### config.mk
export PLATFORM = sky130hd
export DESIGN_NAME = ordered_list_push_remove
export DESIGN_NICKNAME = d
export VERILOG_FILES = /design/src/rtl/core/olpr_pkg.sv /design/src/rtl/core/olpr_ram.sv /design/src/rtl/core/ordered_list_push_remove.sv
export SDC_FILE = /design/constraint.sdc
export NUM_CORES = 1
export LEC_CHECK = 0
export BUFFER_PORTS_ARGS = -buffer_cell sky130_fd_sc_hd__buf_2
export CAP_MARGIN = 25
export CORE_UTILIZATION = 47
export DETAILED_ROUTE_END_ITERATION = 10
export PLACE_DENSITY = 0.62
export RECOVER_POWER = 25
export SLEW_MARGIN = 0
export SYNTH_ARGS = -nofsm -noshare
export SYNTH_HDL_FRONTEND = slang
export SYNTH_SLANG_ARGS = --single-unit
export TNS_END_PERCENT = 10
### constraint.sdc
create_clock -name clk -period 8.8 [get_ports clk]
set_clock_uncertainty 0.1 [all_clocks]
set_input_delay 0.88 -clock clk [delete_from_list [all_inputs] [get_ports clk]]
set_output_delay 0.88 -clock clk [all_outputs]
set_load 0.005 [all_outputs]
### src/rtl/core/olpr_pkg.sv
// ----------------------------------------------------------------------------
// olpr_pkg
// Shared constants for the ordered list: field widths, opcodes, status codes
// and the default store depth.
// ----------------------------------------------------------------------------
package olpr_pkg;

  localparam int CAPACITY_DEF = 32;

  localparam int DATA_W  = 32;
  localparam int OP_W    = 2;
  localparam int STAT_W  = 2;
  localparam int COUNT_W = 6;

  localparam logic [OP_W-1:0] OP_PUSH_FRONT = 2'd0;
  localparam logic [OP_W-1:0] OP_PUSH_BACK  = 2'd1;
  localparam logic [OP_W-1:0] OP_REMOVE     = 2'd2;

  localparam logic [STAT_W-1:0] STAT_DONE      = 2'd0;
  localparam logic [STAT_W-1:0] STAT_FULL      = 2'd1;
  localparam logic [STAT_W-1:0] STAT_NOT_FOUND = 2'd2;

endpackage

### src/rtl/core/olpr_ram.sv
// ----------------------------------------------------------------------------
// olpr_ram
// Generic simple dual-port RAM: one write port, one read port, registered
// read data.
// ----------------------------------------------------------------------------
module olpr_ram #(
  parameter int WIDTH = 32,
  parameter int DEPTH = 32
) (
  input  logic                     clk,
  input  logic                     wr_en,
  input  logic [$clog2(DEPTH)-1:0] wr_addr,
  input  logic [WIDTH-1:0]         wr_data,
  input  logic [$clog2(DEPTH)-1:0] rd_addr,
  output logic [WIDTH-1:0]         rd_data
);

  logic [WIDTH-1:0] mem [DEPTH];

  always_ff @(posedge clk) begin
    if (wr_en) begin
      mem[wr_addr] <= wr_data;
    end
    rd_data <= mem[rd_addr];
  end

endmodule

### src/rtl/core/ordered_list_push_remove.sv
// ----------------------------------------------------------------------------
// ordered_list_push_remove
// Ordered list of signed 32-bit values held in a circular RAM store.
// ----------------------------------------------------------------------------
// Usage:
//   Raise start with in_opcode and in_item_value; the item is taken at a
//   clock edge where start is high and busy is low. Opcodes: push at front,
//   push at back, remove the first entry equal to in_item_value.
//   Every item gives exactly one result: out_valid is high for one cycle
//   with out_status and out_entry_count (entries held afterwards).
//   Pushes and unused opcodes: result in the cycle after acceptance, and
//   busy stays low, so one item per cycle.
//   Remove: the search reads one entry at a time through the single RAM
//   read port, then the entries behind the match move forward one slot
//   at a time (read, write back); busy is high until the result is
//   shown.
//   A new item may be started in the cycle the result is shown.
//   Reset (rst_n low, synchronous) empties the list; the RAM is not
//   cleared, only written entries are ever read.
//   The result cannot be stalled; the receiver must take it.
// ----------------------------------------------------------------------------
module ordered_list_push_remove #(
  parameter int CAPACITY = olpr_pkg::CAPACITY_DEF
) (
  input  logic                         clk,
  input  logic                         rst_n,
  input  logic                         start,
  output logic                         busy,
  input  logic [olpr_pkg::OP_W-1:0]    in_opcode,
  input  logic signed [olpr_pkg::DATA_W-1:0] in_item_value,
  output logic                         out_valid,
  output logic [olpr_pkg::STAT_W-1:0]  out_status,
  output logic [olpr_pkg::COUNT_W-1:0] out_entry_count
);

  localparam int AW = $clog2(CAPACITY);
  localparam int CW = $clog2(CAPACITY + 1);
  localparam int SW = AW + 1;
  localparam logic [CW-1:0] CAP_C = CW'(CAPACITY);
  localparam logic [SW-1:0] CAP_S = SW'(CAPACITY);
  localparam logic [AW-1:0] LAST_SLOT = AW'(CAPACITY - 1);

  typedef enum logic [4:0] {
    S_IDLE = 5'b00001,
    S_SRD  = 5'b00010,
    S_SCMP = 5'b00100,
    S_MRD  = 5'b01000,
    S_MWR  = 5'b10000
  } state_t;

  state_t                          state_r, state_nxt;
  logic [AW-1:0]                   front_r, front_nxt;
  logic [CW-1:0]                   count_r, count_nxt;
  logic [CW-1:0]                   idx_r, idx_nxt;
  logic [olpr_pkg::DATA_W-1:0]     val_r, val_nxt;
  logic                            out_valid_r, out_valid_nxt;
  logic [olpr_pkg::STAT_W-1:0]     out_status_r, out_status_nxt;
  logic [olpr_pkg::COUNT_W-1:0]    out_count_r, out_count_nxt;

  logic                            mem_we;
  logic [AW-1:0]                   mem_waddr;
  logic [AW-1:0]                   mem_raddr;
  logic [olpr_pkg::DATA_W-1:0]     mem_wdata;
  logic [olpr_pkg::DATA_W-1:0]     mem_rdata;

  logic [CW-1:0]                   idx_inc;
  logic [CW-1:0]                   idx_inc2;
  logic [CW-1:0]                   count_inc;
  logic [CW-1:0]                   count_dec;
  logic [AW-1:0]                   front_dec;

  // Map a list offset to its slot in the circular store.
  function automatic logic [AW-1:0] slot_of(input logic [AW-1:0] front,
                                            input logic [CW-1:0] offset);
    logic [SW-1:0] sum;
    sum = SW'(front) + SW'(offset);
    if (sum >= CAP_S) begin
      sum = sum - CAP_S;
    end
    return sum[AW-1:0];
  endfunction

  assign idx_inc   = idx_r + 1'b1;
  assign idx_inc2  = idx_inc + 1'b1;
  assign count_inc = count_r + 1'b1;
  assign count_dec = count_r - 1'b1;
  assign front_dec = (front_r == '0) ? LAST_SLOT : front_r - 1'b1;

  always_comb begin
    state_nxt      = state_r;
    front_nxt      = front_r;
    count_nxt      = count_r;
    idx_nxt        = idx_r;
    val_nxt        = val_r;
    out_valid_nxt  = 1'b0;
    out_status_nxt = out_status_r;
    out_count_nxt  = out_count_r;
    mem_we         = 1'b0;
    mem_waddr      = slot_of(front_r, idx_r);
    mem_wdata      = mem_rdata;
    mem_raddr      = slot_of(front_r, idx_r);

    unique case (state_r)
      S_IDLE: begin
        if (start) begin
          val_nxt        = in_item_value;
          out_status_nxt = olpr_pkg::STAT_DONE;
          out_count_nxt  = olpr_pkg::COUNT_W'(count_r);
          unique case (in_opcode)
            olpr_pkg::OP_PUSH_FRONT: begin
              out_valid_nxt = 1'b1;
              if (count_r == CAP_C) begin
                out_status_nxt = olpr_pkg::STAT_FULL;
              end else begin
                front_nxt     = front_dec;
                mem_we        = 1'b1;
                mem_waddr     = front_dec;
                mem_wdata     = in_item_value;
                count_nxt     = count_inc;
                out_count_nxt = olpr_pkg::COUNT_W'(count_inc);
              end
            end
            olpr_pkg::OP_PUSH_BACK: begin
              out_valid_nxt = 1'b1;
              if (count_r == CAP_C) begin
                out_status_nxt = olpr_pkg::STAT_FULL;
              end else begin
                mem_we        = 1'b1;
                mem_waddr     = slot_of(front_r, count_r);
                mem_wdata     = in_item_value;
                count_nxt     = count_inc;
                out_count_nxt = olpr_pkg::COUNT_W'(count_inc);
              end
            end
            olpr_pkg::OP_REMOVE: begin
              if (count_r == '0) begin
                out_valid_nxt  = 1'b1;
                out_status_nxt = olpr_pkg::STAT_NOT_FOUND;
              end else begin
                idx_nxt   = '0;
                state_nxt = S_SRD;
              end
            end
            default: begin
              out_valid_nxt = 1'b1;
            end
          endcase
        end
      end
      S_SRD: begin
        state_nxt = S_SCMP;
      end
      S_SCMP: begin
        if (mem_rdata == val_r) begin
          if (idx_inc < count_r) begin
            state_nxt = S_MRD;
          end else begin
            count_nxt      = count_dec;
            out_valid_nxt  = 1'b1;
            out_status_nxt = olpr_pkg::STAT_DONE;
            out_count_nxt  = olpr_pkg::COUNT_W'(count_dec);
            state_nxt      = S_IDLE;
          end
        end else if (idx_inc == count_r) begin
          out_valid_nxt  = 1'b1;
          out_status_nxt = olpr_pkg::STAT_NOT_FOUND;
          out_count_nxt  = olpr_pkg::COUNT_W'(count_r);
          state_nxt      = S_IDLE;
        end else begin
          idx_nxt   = idx_inc;
          state_nxt = S_SRD;
        end
      end
      S_MRD: begin
        // fetch the entry behind the gap
        mem_raddr = slot_of(front_r, idx_inc);
        state_nxt = S_MWR;
      end
      S_MWR: begin
        // close the gap by one slot
        mem_we  = 1'b1;
        idx_nxt = idx_inc;
        if (idx_inc2 < count_r) begin
          state_nxt = S_MRD;
        end else begin
          count_nxt      = count_dec;
          out_valid_nxt  = 1'b1;
          out_status_nxt = olpr_pkg::STAT_DONE;
          out_count_nxt  = olpr_pkg::COUNT_W'(count_dec);
          state_nxt      = S_IDLE;
        end
      end
      default: begin
        state_nxt = S_IDLE;
      end
    endcase
  end

  always_ff @(posedge clk) begin
    if (!rst_n) begin
      state_r     <= S_IDLE;
      front_r     <= '0;
      count_r     <= '0;
      idx_r       <= '0;
      out_valid_r <= 1'b0;
    end else begin
      state_r     <= state_nxt;
      front_r     <= front_nxt;
      count_r     <= count_nxt;
      idx_r       <= idx_nxt;
      out_valid_r <= out_valid_nxt;
    end
  end

  always_ff @(posedge clk) begin
    val_r        <= val_nxt;
    out_status_r <= out_status_nxt;
    out_count_r  <= out_count_nxt;
  end

  olpr_ram #(
    .WIDTH(olpr_pkg::DATA_W),
    .DEPTH(CAPACITY)
  ) u_store (
    .clk     (clk),
    .wr_en   (mem_we),
    .wr_addr (mem_waddr),
    .wr_data (mem_wdata),
    .rd_addr (mem_raddr),
    .rd_data (mem_rdata)
  );

  assign busy            = (state_r != S_IDLE);
  assign out_valid       = out_valid_r;
  assign out_status      = out_status_r;
  assign out_entry_count = out_count_r;

  a_count_bound : assert property (@(posedge clk) disable iff (!rst_n)
    count_r <= CAP_C)
    else $error("entry count above capacity");

  a_full_only_when_full : assert property (@(posedge clk) disable iff (!rst_n)
    (out_valid && out_status == olpr_pkg::STAT_FULL) |-> count_r == CAP_C)
    else $error("full status with room left");

  a_result_has_cause : assert property (@(posedge clk) disable iff (!rst_n)
    $rose(out_valid) |-> ($past(start) || $past(state_r != S_IDLE)))
    else $error("result without an accepted item");

  a_remove_drops_one : assert property (@(posedge clk) disable iff (!rst_n)
    (state_r != S_IDLE && out_valid_nxt && out_status_nxt == olpr_pkg::STAT_DONE)
      |=> count_r == $past(count_dec))
    else $error("completed removal did not drop count by one");

endmodule

# Word level (Yosys, flattened, before mapping)
# Memory sizes are Yosys's and may differ from the RTL's. A register that Yosys moved wholly into a read port is not among the register bits.
# Cells that the tools add are included.
[totals]
mem_count = 1
reg_bits = 63
ram_bits = 1024
out_inout_bits = 10
[classes]
n_bitwise = 1
n_addsub = 11
eq_ne = 21
n_reduce_logical = 11
n_mux = 61
magnitude_cmp = 5
[mem_list]
columns = ["memory", "words", "width", "rd", "rd_ports_with_merged_regs", "write_ports", "line_no", "source"]
rows = [
  ["u_store.mem", 32, 32, 1, 1, 1, "olpr_ram.sv:18", "logic [WIDTH-1:0] mem [DEPTH];"],
]
[ops]
columns = ["cell", "count"]
rows = [
  ["32-bit 2-to-1 mux", 4],
  ["6-bit 2-to-1 mux", 13],
  ["5-bit 2-to-1 mux", 13],
  ["6-bit one-hot mux with 3 select lines", 3],
  ["32-bit == test", 1],
  ["5-bit one-hot mux with 5 select lines", 1],
  ["5-bit by 1-bit subtractor with 5-bit output, second input constant", 4],
  ["5-bit by 6-bit adder with 6-bit output", 3],
  ["6-bit by 1-bit adder with 6-bit output, second input constant", 3],
  ["6-bit >= comparator, second input constant", 3],
  ["2-bit 2-to-1 mux", 7],
  ["2-bit != test, second input constant", 7],
  ["1-bit 2-to-1 mux", 13],
  ["6-bit < comparator", 2],
  ["5-bit one-hot mux with 2 select lines", 1],
  ["5-bit AND reduction", 2],
  ["4-bit 2-to-1 mux", 2],
  ["6-bit == test", 1],
  ["6-bit == test, second input constant", 1],
  ["6-bit zero test", 1],
  ["3-bit != test, second input constant", 2],
  ["2-bit one-hot mux with 3 select lines", 1],
  ["6-bit AND reduction", 1],
  ["6-bit by 1-bit subtractor with 6-bit output, second input constant", 1],
  ["other kinds (20)", 20],
]

# Longest topological paths before layout
# Gate-level depths: netlist of run 1.
[depth]
word_depth = 7
depth_mapped = 15

# Cells and area by module
# Synthesis of run 1 repeated with hierarchy kept, for this count alone.
[unflattened]
hier_cells = 2706
hier_area_um2 = 44950.6
[modules_own_cells]
columns = ["module", "area_per_inst_um2", "instances", "seq_area_each_um2", "cells_each"]
rows = [
  ["olpr_ram", 40492.6, 1, 31390.1, 2260],
  ["ordered_list_push_remove", 4458.0, 1, 1661.6, 446],
]

# Least setup slack after synthesis of run 1
# OpenSTA, ideal clock, no wires.
[synth_timing]
path_kind = "register to register"
from = "register state_r[1]"
to = "memory u_store.mem[24][0] (enable)"
path_slack_ns = 2.194
arrival_time_ns = 6.004
t_required_ns = 8.198
setup_time_ns = 0.502
path_buffers = 2
path_stages_with_launch = 9
period_less_slack_ns = 6.606
cell_sequence = "dfxtp_1 -> buf_6 -> or4b_4 -> nor3b_4 -> nand2_1 -> buf_2 -> o21ai_0 -> nand2_1 -> nor4_1"
[synth_between]
elab_chain_cells = 4
word_cells_on_any_way = 6
[synth_rtl]
columns = ["item", "line_no", "source"]
rows = [
  ["from (decl)", "ordered_list_push_remove.sv:51", "state_t state_r, state_nxt;"],
  ["from (signal assigned)", "ordered_list_push_remove.sv:207", "state_r <= state_nxt;"],
  ["5-bit == test / 5-bit by 1-bit == test with 1-bit output (equally long branches)", "ordered_list_push_remove.sv:103", "unique case (state_r)"],
  ["1-bit one-hot mux with 2 select lines", "ordered_list_push_remove.sv:103", ""],
  ["1-bit 2-to-1 mux", "olpr_ram.sv:21", "if (wr_en) begin"],
  ["1-bit 2-to-1 mux (implied by the code)", "olpr_ram.sv:22", "mem[wr_addr] <= wr_data;"],
  ["to (decl)", "olpr_ram.sv:18", ""],
]
# Parallel ways exist; a longest one is shown, timed or not.

# Worst setup path in the final report of run 1
[layout_timing]
from = "register state_r[0]"
to = "memory u_store.mem[17][15] (enable)"
# The elaborated chain is that of the path after synthesis.

==> results of run 1 <==
cell type report:
cell class / count / area [µm²] / area share
clock buffer: 149 / 3054 / 0.05692
sequential: 1119 / 33050 / 0.6159
inverter: 22 / 82.58 / 0.001539
clock inverter: 62 / 574.3 / 0.01070
antenna: 2 / 5.005 / 0.00009327
timing repair buffer: 161 / 1282 / 0.02390
multi-input combinational: 2212 / 13900 / 0.2590
tap: 1368 / 1712 / 0.03190
worst paths after layout:
kind | end | slack [ns]
hold reg to reg | idx_r[5]$_SDFFE_PN0P_ | 0.39
setup / recovery | u_store.mem[17][15]$_DFFE_PP_ | 2.65
setup reg to reg | u_store.mem[17][15]$_DFFE_PP_ | 2.65
hold / removal | val_r[28]$_DFFE_PP_ | 0.26
Yosys cell counts (5+ instances only):
library cell     n  area share
edfxtp_1      1064        0.66
o22ai_1       1007        0.13
nor3_1         524       0.054
clkbuf_1       149       0.012
nor4_1         142       0.018
buf_2          130       0.013
nand2_1        120      0.0093
dfxtp_1         55       0.023
nor2_1          50      0.0039
xnor2_1         50      0.0091
a21oi_1         34      0.0035
a22o_1          32      0.0058
a221oi_1        31      0.0056
ha_1            29      0.0075
buf_6           24      0.0056
nand3_1         24      0.0025
inv_1           22      0.0017
o21ai_0         18      0.0019
o22ai_2         17      0.0044
buf_1           15      0.0012
nand4_1         10      0.0013
or3_1            9      0.0012
buf_4            8      0.0012
o21a_1           7      0.0011
xor2_1           7      0.0013
nor4_2           6      0.0016
a221oi_2         5      0.0016
or2_2            5     0.00065
state kept, by name (all words and copies together) (netlist names):
register	count
out_status	2
idx_r	6
u_store.mem	1024
u_store.rd_data	32
front_r	5
out_valid	1
state_r	5
val_r	32
count_r	6
out_entry_count	6
power groups by stage:
stage,sequential [µW],clock (µW),combinational (µW)
after floorplan,6980,0,1520
after global placement,7130,0,2510
after detailed placement,7110,0,2700
after CTS,7000,4790,2710
after global routing,7040,4970,2870
final,7030,4720,2690
metal layers:
layer | global-route usage | wire [µm] | share of wire
met1 | 0.3904 | 60000 | 0.43
met2 | 0.3967 | 62390 | 0.44
met3 | 0.04596 | 14280 | 0.10
met4 | 0.08436 | 3676 | 0.026
met5 | 0 | 25 | 0.00018
cell families (layout without fill, tap and decap cells):
kind of cell / Yosys count / count (layout) / share of synthesized area
buffers and inverters: 348 / 394 / 0.03474
AOI/OAI and AO/OA: 1196 / 1196 / 0.1622
other: 0 / 2 / 0
adders and majority gates: 32 / 32 / 0.008750
and+or+nand+nor: 922 / 922 / 0.09912
xor gates and xnor gates: 57 / 57 / 0.01033
DFF: 1119 / 1119 / 0.6838
muxes: 5 / 5 / 0.001061
worst max-delay path, cell delays in order, from the launching register on:
cell and delay (ns):
dfxtp_1 0.56, or4b_1 0.57, nor3b_4 0.21, clkbuf_1 1.47, nand2_1 0.52, clkbuf_1 0.88, o21a_1 0.45, nand2_1 0.52
nor4_2 0.13, buf_4 0.34
stage by stage:
step	std cells	util
2_1_floorplan	3679	-
3_3_place_gp	4858	0.4888
3_5_place_dp	4875	0.4927
4_1_cts	5086	0.5283
5_1_grt	5095	0.5267
6_report	5095	0.5267
==> impl_metrics.yaml, run 1 <==
status:
  status: "complete, but fails checks"
  violations: "max-capacitance violations, max-slew violations"
sta:
  tns_ns: 0
  fin_hold_ws_ns: 0.2634
  rsz0062_at_grt: "false"
  finalHoldViolations: 0
  setup_viol: 0
  drv_slew: 372
  min_period_ns: 6.149
  fin_ws_ns: 2.651
  slew_headroom: -0.3508
  fmax_ghz: 0.1626
  post-route-period-util: 0.6987
  tightestPinTransition_ns: 2.026
synthesis:
  synthFlopType: "edfxtp_1"
  postSynthAreaPerCell_um2: 13.14
  ys_seq_area_frac: 0.6838
  ys_ff_latch: 1119
  syn_nets: 3748
  asyncSetResetFlopFracSynth: 0
  postSynthCellCount: 3679
  yosys_warnings: 0
  synth_edf_count: 1064
  syn_area_mm2: 0.04834
  ys_types: 71
power:
  p_sw_uw: 4236
  power.static_leakage_uw: 0.01631
  switching_share: 0.2934
  intPower_uw: 10200
  power_uw: 14440
  pwr-share-comb: 0.186
  power_frac_clock: 0.327
  powerDensity_mw_per_mm2: 269.1
  power_frac_seq: 0.487
  vdd_ir_drop_max_mv: 0.1945
placed_design:
  place_ws_ns: 3.864
  gp_congestion: 0.8481
  place_area_mm2: 0.05020
  io_buffer_count: 46
  dp_hpwl_mm: 77.39
detailed_routing:
  drtIter0Drc: 4830
  wl_per_cell_um: 27.55
  drt-pass1-iter-count: 6
  antenna_left: 0
  routed_wl_mm: 140.4
  drc: 0
  vias: 35090
  vias_per_cell: 6.886
run:
  cap_viol_max_count: 11
floorplan:
  die_w_um: 322.7
  die_area_mm2: 0.1041
  io-pin-count: 47
  die_h_um: 322.7
  core_mm2: 0.1019
  rows: 117
  floorplan.initialDensity: 0.4744
cts:
  cts_resized: 0
  cts_root_buf: "clkbuf_16"
  post-cts-setup-buffers: 0
  clk_latency_ns: 0.71
  ctsHoldBuffers: 0
  numClockSinks: 1119
  clockBufferDepth: 3
  cts_tree: "yes"
  cts_buffers: 112
  ctsHtreeMaxLevel: 3
  clk_pin_slew_worst_paths_ns: 0.06
global_route:
  overflow: 0
  first_global_vias: 33070
  grt_usage: 0.2642
  antenna_found_initial: 5
  grt_max_degree: 165
  grt_first_pass_wirelength_mm: 207.4
layout:
  drive_above_1_share: 0.09423
  layout_common_cells: "1064 x edfxtp_1, 1007 x o22ai_1, 524 x nor3_1"
  nets: 3697
  mostFrequentLayoutCell: "edfxtp_1"
  fin_area_mm2: 0.05366
  area_delta_synth_final_pct: 11.02
  fillers: 8532
critical_path:
  worstPathRequired_ns: 9.07
  worstSetupPathType: "register to register"
  worstRegToRegCells: 9
  worstReg2RegStart: "state_r[0]$_SDFFE_PN1P_"
  arrival_ns: 6.42
  end_kind: "register"
  cp_max_fo: 37
  startpoint_type: "register"
  startpoint: "state_r[0]$_SDFFE_PN1P_"
hold_path:
  min_from: "in_item_value[28]"
  min_path_cells: 1
  holdCritPathClass: "input port to register"
Power figures use the tool's default switching activity.
==> run 2, diff against run 1 <==
==> constraint.sdc (replaced) <==
create_clock -name clk -period 5.75 [get_ports clk]
set_clock_uncertainty 0.1 [all_clocks]
set_input_delay 0.575 -clock clk [delete_from_list [all_inputs] [get_ports clk]]
set_output_delay 0.575 -clock clk [all_outputs]
set_load 0.005 [all_outputs]
==> run 2 against run 1 <==
Effect of this change:
- the flow still finishes with violations (max-capacitance violations, max-slew violations)
- global-route usage grew 0.13 points
- sequential share of layout area shrank 1.3 points
- critical path depth grew 2
- core utilization grew 1.1 points
- routed wire length grew 0.82%
- via count grew 0.97%
- cell count grew 1.3%
==> impl_metrics.yaml, run 2 (same netlist as run 1, synthesis figures left out) <==
status:
  status: "complete, but fails checks"
  violations: "max-capacitance violations, max-slew violations"
floorplan:
  io-pin-count: 47
  floorplan.initialDensity: 0.4744
  die_h_um: 322.7
  die_w_um: 322.7
  core_mm2: 0.1019
  rows: 117
  die_area_mm2: 0.1041
layout:
  reg_top3: "u_store.mem x1024, u_store.rd_data x32, val_r x32"
  nets: 3763
  area_delta_synth_final_pct: 13.34
  largest_reg_flops: 1024
  mostFrequentLayoutCell: "edfxtp_1"
  drive_above_1_share: 0.1115
  layout_common_cells: "1064 x edfxtp_1, 1007 x o22ai_1, 524 x nor3_1"
  top_register: "u_store.mem"
critical_path:
  startpoint_type: "register"
  arrival_ns: 5.22
  r2r_slack_ns: 0.75
  worstSetupPathType: "register to register"
  cp_max_fo: 40
  end_kind: "register"
  worstPathRequired_ns: 5.97
detailed_routing:
  vias: 35430
  drc: 0
  vias_per_cell: 6.863
  routed_wl_mm: 141.5
  antenna_left: 0
  wl_per_cell_um: 27.42
  drt-pass1-iter-count: 5
  drtIter0Drc: 4758
cts:
  clk_pin_slew_worst_paths_ns: 0.06
  cts_tree: "yes"
  post-cts-setup-buffers: 0
  cts_buffers: 112
  cts_resized: 0
  ctsHoldBuffers: 26
  numClockSinks: 1119
  ctsHtreeMaxLevel: 3
  cts_root_buf: "clkbuf_16"
  clk_latency_ns: 0.70
  clockBufferDepth: 3
global_route:
  grt_first_pass_wirelength_mm: 208.3
  overflow: 0
  grt_usage: 0.2656
  antenna_found_initial: 5
  first_global_vias: 33170
  grt_max_degree: 127
sta:
  tightestPinTransition_ns: 1.725
  fmax_ghz: 0.2002
  rsz0062_at_grt: "false"
  slew_headroom: -0.1503
  post-route-period-util: 0.8689
  drv_slew: 36
  setup_viol: 0
  finalHoldViolations: 0
  fin_ws_ns: 0.7538
  min_period_ns: 4.996
power:
  vdd_ir_drop_max_mv: 0.2698
  powerDensity_mw_per_mm2: 414.3
  power.static_leakage_uw: 0.01690
  power_uw: 22700
placed_design:
  dp_hpwl_mm: 80.93
  io_buffer_count: 46
  gp_congestion: 0.8636
  place_ws_ns: 1.156
hold_path:
  holdCritPathClass: "input port to register"
run:
  cap_viol_max_count: 1
## run 2: worst paths after layout
path         cells past startpoint                             to                    start
min reg2reg                      2          idx_r[5]$_SDFFE_PN0P_    idx_r[5]$_SDFFE_PN0P_
max reg2reg                     11  u_store.mem[15][17]$_DFFE_PP_  count_r[1]$_SDFFE_PN0P_
min                              1             val_r[7]$_DFFE_PP_         in_item_value[7]
max                             11  u_store.mem[15][17]$_DFFE_PP_  count_r[1]$_SDFFE_PN0P_
## run 2: worst max-delay path: stages, from the launching register on
cell and delay (ns):
dfxtp_1 0.34, inv_1 0.20, ha_1 0.27, nor4b_1 0.75, a21oi_1 0.19, and2_2 0.51
a211o_1 0.41, a311oi_4 0.22, buf_4 0.37, nand3b_2 0.27, nor2_4 0.34, buf_4 0.55
## run 2: final cells by class
cell class | instances | area (µm²)
Fill cell | 8324 | 47100
Antenna cell | 1 | 2.502
Inverter | 22 | 82.58
Multi-Input combinational cell | 2212 | 13890
Clock buffer | 153 | 3087
Timing Repair Buffer | 227 | 2193
Tap cell | 1368 | 1712
Sequential cell | 1119 | 33050
Clock inverter | 60 | 768.2
## run 2: per-layer routing
| metal | wire length [µm] | global-route usage |
|---|---|---|
| met3 | 14400 | 0.04470 |
| met4 | 3512 | 0.07783 |
| met2 | 63240 | 0.4027 |
| met5 | 0 | 0 |
| met1 | 60370 | 0.3927 |
## run 2: where the power goes
group	switching, µW	internal [µW]	leakage, µW
registers	345	10400	0.0101
clock network	3160	4490	0.00189
logic	3060	1290	0.00495
## run 2: per-stage QoR
| stage | hold WS, ns | cell area [µm²] | utilization | std cells | setup TNS (ns) |
|---|---|---|---|---|---|
| global route | 0.09253 | 54780 | 0.5377 | 5161 | 0 |
| detailed placement | 0.3928 | 50710 | 0.4977 | 4918 | 0 |
| CTS | 0.00004141 | 54820 | 0.5381 | 5157 | 0 |
| finish | 0.09906 | 54790 | 0.5377 | 5162 | 0 |
| floorplan | 0.3613 | 48340 | - | 3679 | -412.09 |
| global placement | 0.3742 | 50370 | 0.4944 | 4905 | 0 |
